`src/design/bsc_pkg.sv`:
```
`timescale 1ns / 1ps
`default_nettype none
// ----------------------------------------------------------------------------
// bsc_pkg: shared types and constants
// Data width, register indexes, divider side-data types and the compensation formula constants.
// ----------------------------------------------------------------------------
package bsc_pkg;

  localparam int DATA_W = 32;

  // Configuration register indexes (byte address = 4 * index)
  localparam logic [2:0] REG_AC1_AC2 = 3'd0;
  localparam logic [2:0] REG_AC3_AC4 = 3'd1;
  localparam logic [2:0] REG_AC5_AC6 = 3'd2;
  localparam logic [2:0] REG_B1_B2   = 3'd3;
  localparam logic [2:0] REG_MC_MD   = 3'd4;
  localparam logic [2:0] REG_OSS     = 3'd5;

  localparam logic [31:0] K_B6_OFFSET = 32'd4000;
  localparam logic [31:0] K_P_SQ      = 32'd3038;
  localparam logic [31:0] K_P_LIN     = 32'hFFFF_E343;  // -7357
  localparam logic [31:0] K_P_OFFSET  = 32'd3791;
  localparam logic [31:0] K_B7_SCALE  = 32'd50000;
  localparam logic [31:0] K_B4_BIAS   = 32'd32768;

  // Items riding alongside the temperature divider
  typedef struct packed {
    logic [31:0] x1;
    logic [18:0] up;
    logic        neg;
    logic        dz;
  } t_side_t;

  // Items riding alongside the pressure divider
  typedef struct packed {
    logic [31:0] temp;
    logic        dbl;
    logic        err;
  } p_side_t;

endpackage

`default_nettype wire

```
`src/design/bsc_div.sv`:
```
`timescale 1ns / 1ps
`default_nettype none
// ----------------------------------------------------------------------------
// bsc_div: pipelined unsigned divider
// Restoring division, one quotient bit per stage, W stages; side data rides
// along with each item.
// ----------------------------------------------------------------------------
module bsc_div import bsc_pkg::*; #(
  parameter int W      = 32,
  parameter int SIDE_W = 8
) (
  input  wire logic              clk,
  input  wire logic              rst,
  input  wire logic              en,
  input  wire logic              in_vld,
  input  wire logic [W-1:0]      num,
  input  wire logic [W-1:0]      den,
  input  wire logic [SIDE_W-1:0] side_in,
  output logic                   out_vld,
  output logic [W-1:0]           quo,
  output logic [SIDE_W-1:0]      side_out
);

  logic              vld  [0:W];
  logic [W-1:0]      nm   [0:W];
  logic [W-1:0]      dv   [0:W];
  logic [W-1:0]      rm   [0:W];
  logic [W-1:0]      qt   [0:W];
  logic [SIDE_W-1:0] sd   [0:W];

  assign vld[0] = in_vld;
  assign nm[0]  = num;
  assign dv[0]  = den;
  assign rm[0]  = '0;
  assign qt[0]  = '0;
  assign sd[0]  = side_in;

  for (genvar i = 0; i < W; i++) begin : g_stage
    logic [W:0] rsh;
    logic [W:0] dif;
    logic       ge;
    assign rsh = {rm[i], nm[i][W-1]};
    assign dif = rsh - {1'b0, dv[i]};
    assign ge  = !dif[W];

    always_ff @(posedge clk) begin
      if (rst) begin
        vld[i+1] <= 1'b0;
      end else if (en) begin
        vld[i+1] <= vld[i];
      end
    end

    always_ff @(posedge clk) begin
      if (en) begin
        nm[i+1] <= {nm[i][W-2:0], 1'b0};
        dv[i+1] <= dv[i];
        rm[i+1] <= ge ? dif[W-1:0] : rsh[W-1:0];
        qt[i+1] <= {qt[i][W-2:0], ge};
        sd[i+1] <= sd[i];
      end
    end
  end

  assign out_vld  = vld[W];
  assign quo      = qt[W];
  assign side_out = sd[W];

endmodule

`default_nettype wire
```
`config.mk`:
```
export PLATFORM = sky130hd
export DESIGN_NAME = bsc_div
export DESIGN_NICKNAME = d
export VERILOG_FILES = /design/src/design/bsc_pkg.sv /design/src/design/bsc_div.sv
export SDC_FILE = /design/constraint.sdc
export NUM_CORES = 2
export LEC_CHECK = 0
export BUFFER_PORTS_ARGS = -buffer_cell sky130_fd_sc_hd__clkbuf_2
export CAP_MARGIN = 20
export CORE_MARGIN = 5
export CORE_UTILIZATION = 55
export DETAILED_ROUTE_END_ITERATION = 16
export HOLD_SLACK_MARGIN = 0.06
export PLACE_DENSITY_LB_ADDON = 0.05
export SYNTH_ARGS = -nofsm -noshare
export SYNTH_HDL_FRONTEND = slang
export SYNTH_SLANG_ARGS = --single-unit
```
`constraint.sdc`:
```
create_clock -name clk -period 4.5 [get_ports clk]
set_input_delay 1.35 -clock clk [delete_from_list [all_inputs] [get_ports clk]]
set_output_delay 1.35 -clock clk [all_outputs]
set_load 0.03 [all_outputs]
```
# After elaboration in Yosys (flattened, before gate mapping)
# Index checks and enable logic that the tools add are counted.
dict set report op_classes {
  addsub 32
  n_reduce_logical 32
  muxes 31
}
# operator n
set op_table {}
lappend op_table {{subtractor 33 x 32 -> 33 bit} 31}
lappend op_table {{2-to-1 mux 32 bit} 30}
lappend op_table {{subtractor 1 x 32 -> 33 bit} 1}
lappend op_table {{logical NOT 1 bit} 32}
lappend op_table {{2-to-1 mux 1 bit} 1}
dict set report word_totals {
  in_bits 76
  elab_cells 285
  register_bits 3296
}

# Logic depth before layout (Yosys ltp)
dict set report logic_depth {
  depth_word 2
  depth_mapped 16
  mapped_depth_nobuf 15
}

# Least setup slack after synthesis
# OpenSTA, ideal clock, no wires.
dict set report synth_path {
  path_type {reg-to-reg}
  start {register dv[320] (netlist name)}
  end {register rm, in the netlist g_stage[23].rsh[25], data pin}
  stages_incl_launch_ff 15
  n_path_buf 1
  setup_time_ns 0.260
  arrival_time_ns 3.501
  synth_period_minus_slack_ns 3.761
  path_slack_ns 0.739
  required_time_ns 4.240
  path_cell_list {edfxtp_1 -> ha_1 -> fa_1 -> nor2b_1 -> o31a_1 -> o221a_2 -> o21ai_1 -> o21ai_2 -> a41oi_1 -> a311oi_1 -> a2111oi_0 -> a311oi_1 -> xor2_1 -> buf_4 -> mux2_2}
}
dict set report synth_between {
  elab_chain_cells 2
}
# item line
set synth_lines {}
lappend synth_lines {{from (decl)} bsc_div.sv:26} ;# logic [W-1:0] dv [0:W];
lappend synth_lines {{from (signal, indexed assignment)} bsc_div.sv:57} ;# dv[i+1] <= dv[i];
lappend synth_lines {{subtractor 33 x 32 -> 33 bit} bsc_div.sv:43} ;# assign dif = rsh - {1'b0, dv[i]};
lappend synth_lines {{2-to-1 mux 32 bit} bsc_div.sv:58} ;# rm[i+1] <= ge ? dif[W-1:0] : rsh[W-1:0];
lappend synth_lines {{to (signal, indexed assignment)} bsc_div.sv:58}
lappend synth_lines {{to (decl)} bsc_div.sv:27} ;# logic [W-1:0] rm [0:W];
# Every way passes these cells.
# A chain may end at the register's enable or synchronous reset.

# Worst setup path after layout
dict set report layout_path {
  start {register dv[449] (netlist name)}
  end {register rm, in the netlist g_stage[19].rsh[30], data pin}
}
# The elaborated chain is that of the path after synthesis.

==> results <==
- Counting flops and latches in the post-synthesis netlist gives 3296.
- The routed via count divided by cell count is 5.65.
- The sequential fraction of the synthesis area is approximately three fifths.
- The wire length of the first global-routing pass is ~520 mm.
- The routed via count is 95422.
- In the post-route analysis, the smallest setup slack over all paths is 0.135 ns.
- The number of levels in the clock H-tree is 5.
- The classification of the worst-slack hold path is flip-flop to flip-flop.
- In this run the standard cell core region covers 293000 sq um.
- The routed wire length is 329 mm.
- STA classifies the critical path startpoint as a flip-flop.
- For the pin with the worst max-slew slack, the measured transition is 0.996 ns.
- The post-synthesis async set-or-reset flop share is 0%.
- At the later pin of the worst-skew pair, clock insertion delay measures 0.93 ns.
- The data arrival time at the worst-slack endpoint is 4.99 ns.
- The endpoint class of the critical path is a flip-flop.
- The worst register-to-register path has a setup slack of 0.14 ns.
- In the synthesized netlist, the number of instances is roughly 12000.
- In this design, the stage delay of the slowest critical-path cell is approximately 0.58 ns.
- Timing analysis after detailed placement gives a worst setup slack of 0.0847 ns.
- The logic depth of the worst path, buffers included is 13.
- Counting both buffers and inverters, the worst setup path holds a total of 1.
- The final period utilization is 97.0%.
- The library cell used most frequently in the layout, excluding fill and tap cells, is sky130_fd_sc_hd__edfxtp_1.
- The wire-length estimate of the detail-placed layout is 241 mm.
- The standard cell with the maximum stage delay on the critical path is sky130_fd_sc_hd__o31ai_1.
- The number of antenna violations at the first check in global routing was 8.
- Pin placement for this block handled 117 I/O pins.
- The total iterations of the first detailed-routing run is 6.
- Buffers placed on the I/O ports in this run total 116.
- The final cell utilization of the core is 61.5%.
- The synthesized area divided by synthesized cell count is about 13 sq um.
- The top cell types in the final layout, fill and taps aside, are 3264 x sky130_fd_sc_hd__edfxtp_1, 1212 x sky130_fd_sc_hd__inv_1, 993 x sky130_fd_sc_hd__ha_1, 818 x sky130_fd_sc_hd__a21oi_1, 697 x sky130_fd_sc_hd__mux2_2.
- The maximum vdd drop is 0.593 mV.
- The total count of max-transition violations in the final report is 0.
- Cells with a size suffix above 1 make up 13.0% of the layout.
- The yosys synthesis warning count is 0.
- Hold repair after CTS inserted 0 buffers.
- Based on the critical path, the design can be clocked at up to 229 MHz.
- The run finished with clean final reports.
- After global routing the overflow that remains totals 0.
- After routing the design area is 180000 sq um.
- The area growth from synthesis to layout is 11.6%.
- For the worst setup path, the data required time is about 5 ns.
- For this run, the total global-route usage over all layers was measured as 21.0%.
- The final setup skew is 0.0657 ns.
- Entering global routing, the biggest net connects 126 pins.
- The reported leakage power is 72.2 nW.
- The width of the die is between 500 and 600 um.
- The floorplan has 199 rows.
- Setup violations remaining at the end of the flow were counted as 0.
- The floorplan step defined a die boundary enclosing 305000 sq um.
- Overall power consumption after layout is estimated at roughly 140 mW.
- Setup repair after global routing left no endpoint under its margin.
- The filler cells instantiated in the layout total approximately 23000.
- The hold violation count in the final report was 0.
- The violation count after the first detailed-route iteration is approximately 6500.
- The count of nets left with antenna violations after detail routing is 0.
- The total clock buffers created by CTS is about 350.
- The initial cell density of the core is 55.1%.
- The placer's final routability congestion estimate is 0.903.
- The area used by multi-input combinational logic is approximately 58000 sq um.
- Dividing the detail-routed wire length by the instance count gives 19.5 um.
- Along the worst path, the maximum fanout reaches 3.
- The time the worst path needs with I/O delays and setup is 4.36 ns.
- The clock tree from TritonCTS is done.
- The clock passes through at most 4 buffers.
- The most used flip-flop cell after synthesis is sky130_fd_sc_hd__edfxtp_1.
- The unique cell type count in the Yosys netlist is 102.
- The remaining routing DRC violations is 0.
- After detailed placement, the total cell area comes to around 170000 sq um.
- Among the stages of the critical path, the cell type that occurs most often is sky130_fd_sc_hd__o211ai_1.
- The critical path is of the flip-flop to flip-flop type.
- The cell family contributing the most delay on the critical path is compound AO/OA/AOI/OAI gates.
- The number of global-route vias before repair was approximately 96000.
- The relative slew slack is 33.6%.
- Registers take 98700 sq um.
- The die span in y is 552 um.
- Adding up every negative setup slack in the final design gives 0 ns.
- In this run the power density over the cells is 753 nW/um^2.
- The critical path goes through inv_1 > ha_1 > nor2b_1 > o21ai_0 > a21boi_0 > o211ai_1 > o31ai_1 > a221oi_1 > o211ai_1 > a31oi_1 > nor4bb_1 > or3_1 > mux2_2.
- For this run, the post-layout net count is 13770.
- The number of enable flip-flop cells after synthesis is between 3000 and 4000.
- Measured in cells, the most critical reg-to-reg path has a length of 13.
- The number of sinks handled by clock tree synthesis is 3296.
- The tree is rooted in a sky130_fd_sc_hd__clkbuf_16.
- Counting instances, the worst hold path has a depth of 0.
- Across the run, the number of max-cap violations was 0.
- Clock-pin slew was measured on the worst setup and hold paths at approximately 0.060 ns.
- The area of the mapped netlist is 162000 sq um.
sequential cells by signal, summed over array words and instances (netlist names):
signal       flops
qt             496
g_stage.rsh   1023
out_vld          1
quo             32
nm             465
sd             248
vld             31
side_out         8
dv             992
metrics by stage:
stage	hold WS, ns	instances
after floorplan	0.400	12224
after global placement	0.400	16232
after detailed placement	0.405	16232
after CTS	0.383	16863
after global routing	0.382	16876
final	0.388	16877
area by class of cell:
type | count | area share [%]
sequential | 3296 | 54.7
multi-input combinational | 7454 | 31.9
clock buffer | 422 | 5.04
tap | 3919 | 2.72
inverter | 1214 | 2.53
timing repair buffer | 356 | 1.84
clock inverter | 209 | 1.27
antenna | 7 | 0.00971
cells by family (layout without fill, tap and decap cells):
family                   Yosys count  count (layout)  share of synthesized area (%)
XOR/XNOR                         840             840                           4.57
adder cells (fa/ha/maj)         1023            1023                           8.06
AND/OR/NAND/NOR                 2025            2025                           6.09
flip-flops                      3296            3296                           61.0
AO/OA/AOI/OAI                   2687            2687                           10.7
multiplexers                     864             864                           5.99
other                              1              22                        0.00232
buffers and inverters           1474            2201                           3.60
synthesized netlist by cell type (29+ instances only):
master                        n  share of area, %
sky130_fd_sc_hd__mux2_2     697               4.9
sky130_fd_sc_hd__edfxtp_1  3264                61
sky130_fd_sc_hd__o21bai_1    79              0.37
sky130_fd_sc_hd__buf_4       46              0.21
sky130_fd_sc_hd__nand2b_1   150              0.58
sky130_fd_sc_hd__nor2_1     505               1.2
sky130_fd_sc_hd__a21o_1     457               2.1
sky130_fd_sc_hd__and3_1      84              0.33
sky130_fd_sc_hd__o21ai_0    524               1.6
sky130_fd_sc_hd__o211ai_1    51              0.24
sky130_fd_sc_hd__clkbuf_1   132              0.31
sky130_fd_sc_hd__nand3_1    164              0.51
sky130_fd_sc_hd__mux2i_1    113              0.70
sky130_fd_sc_hd__xor2_1     281               1.5
sky130_fd_sc_hd__nor2b_1    176              0.68
sky130_fd_sc_hd__dfxtp_1     32              0.40
sky130_fd_sc_hd__and2_1      35              0.14
sky130_fd_sc_hd__o21a_1     150              0.70
sky130_fd_sc_hd__a31oi_1     85              0.33
sky130_fd_sc_hd__a21oi_1    820               2.5
sky130_fd_sc_hd__xnor2_1    555               3.0
sky130_fd_sc_hd__or3_1       43              0.17
sky130_fd_sc_hd__a221oi_1    29              0.16
sky130_fd_sc_hd__nand2_1    537               1.2
sky130_fd_sc_hd__nand4_1     95              0.37
sky130_fd_sc_hd__fa_1        30              0.37
sky130_fd_sc_hd__a211oi_1    75              0.35
sky130_fd_sc_hd__o31ai_1     52              0.24
sky130_fd_sc_hd__nor3_1     123              0.38
sky130_fd_sc_hd__ha_1       993               7.7
sky130_fd_sc_hd__inv_1     1212               2.8
sky130_fd_sc_hd__buf_2       73              0.23
sky130_fd_sc_hd__a21boi_0    32              0.15
path summary, 6_finish.rpt:
path	startpoint	to
setup / recovery	dv[449]	g_stage[19].rsh[30]
hold / removal	qt[258]	qt[227]
setup reg to reg	dv[449]	g_stage[19].rsh[30]
hold reg to reg	qt[258]	qt[227]
power breakdown:
part	leakage (nW)	switching (mW)	internal (mW)
combinational	34.5	30.4	28.7
sequential	32.2	4.35	44.0
clock	5.51	11.9	16.6
routing by layer:
metal | track usage (%) | wire length (um) | vias to the layer above
met5 | 0 | 0 | -
met4 | 7.80 | 13000 | 0
met3 | 3.01 | 13700 | 712
met2 | 36.3 | 162000 | 2011
met1 | 26.9 | 140000 | 46451
li1 | - | - | 46248
what timing repair did:
action,in CTS,in global routing
buffers inserted,0,5
endpoints found under the setup margin,0,322
resized for setup,0,20
(Power assumes the default switching activity.)
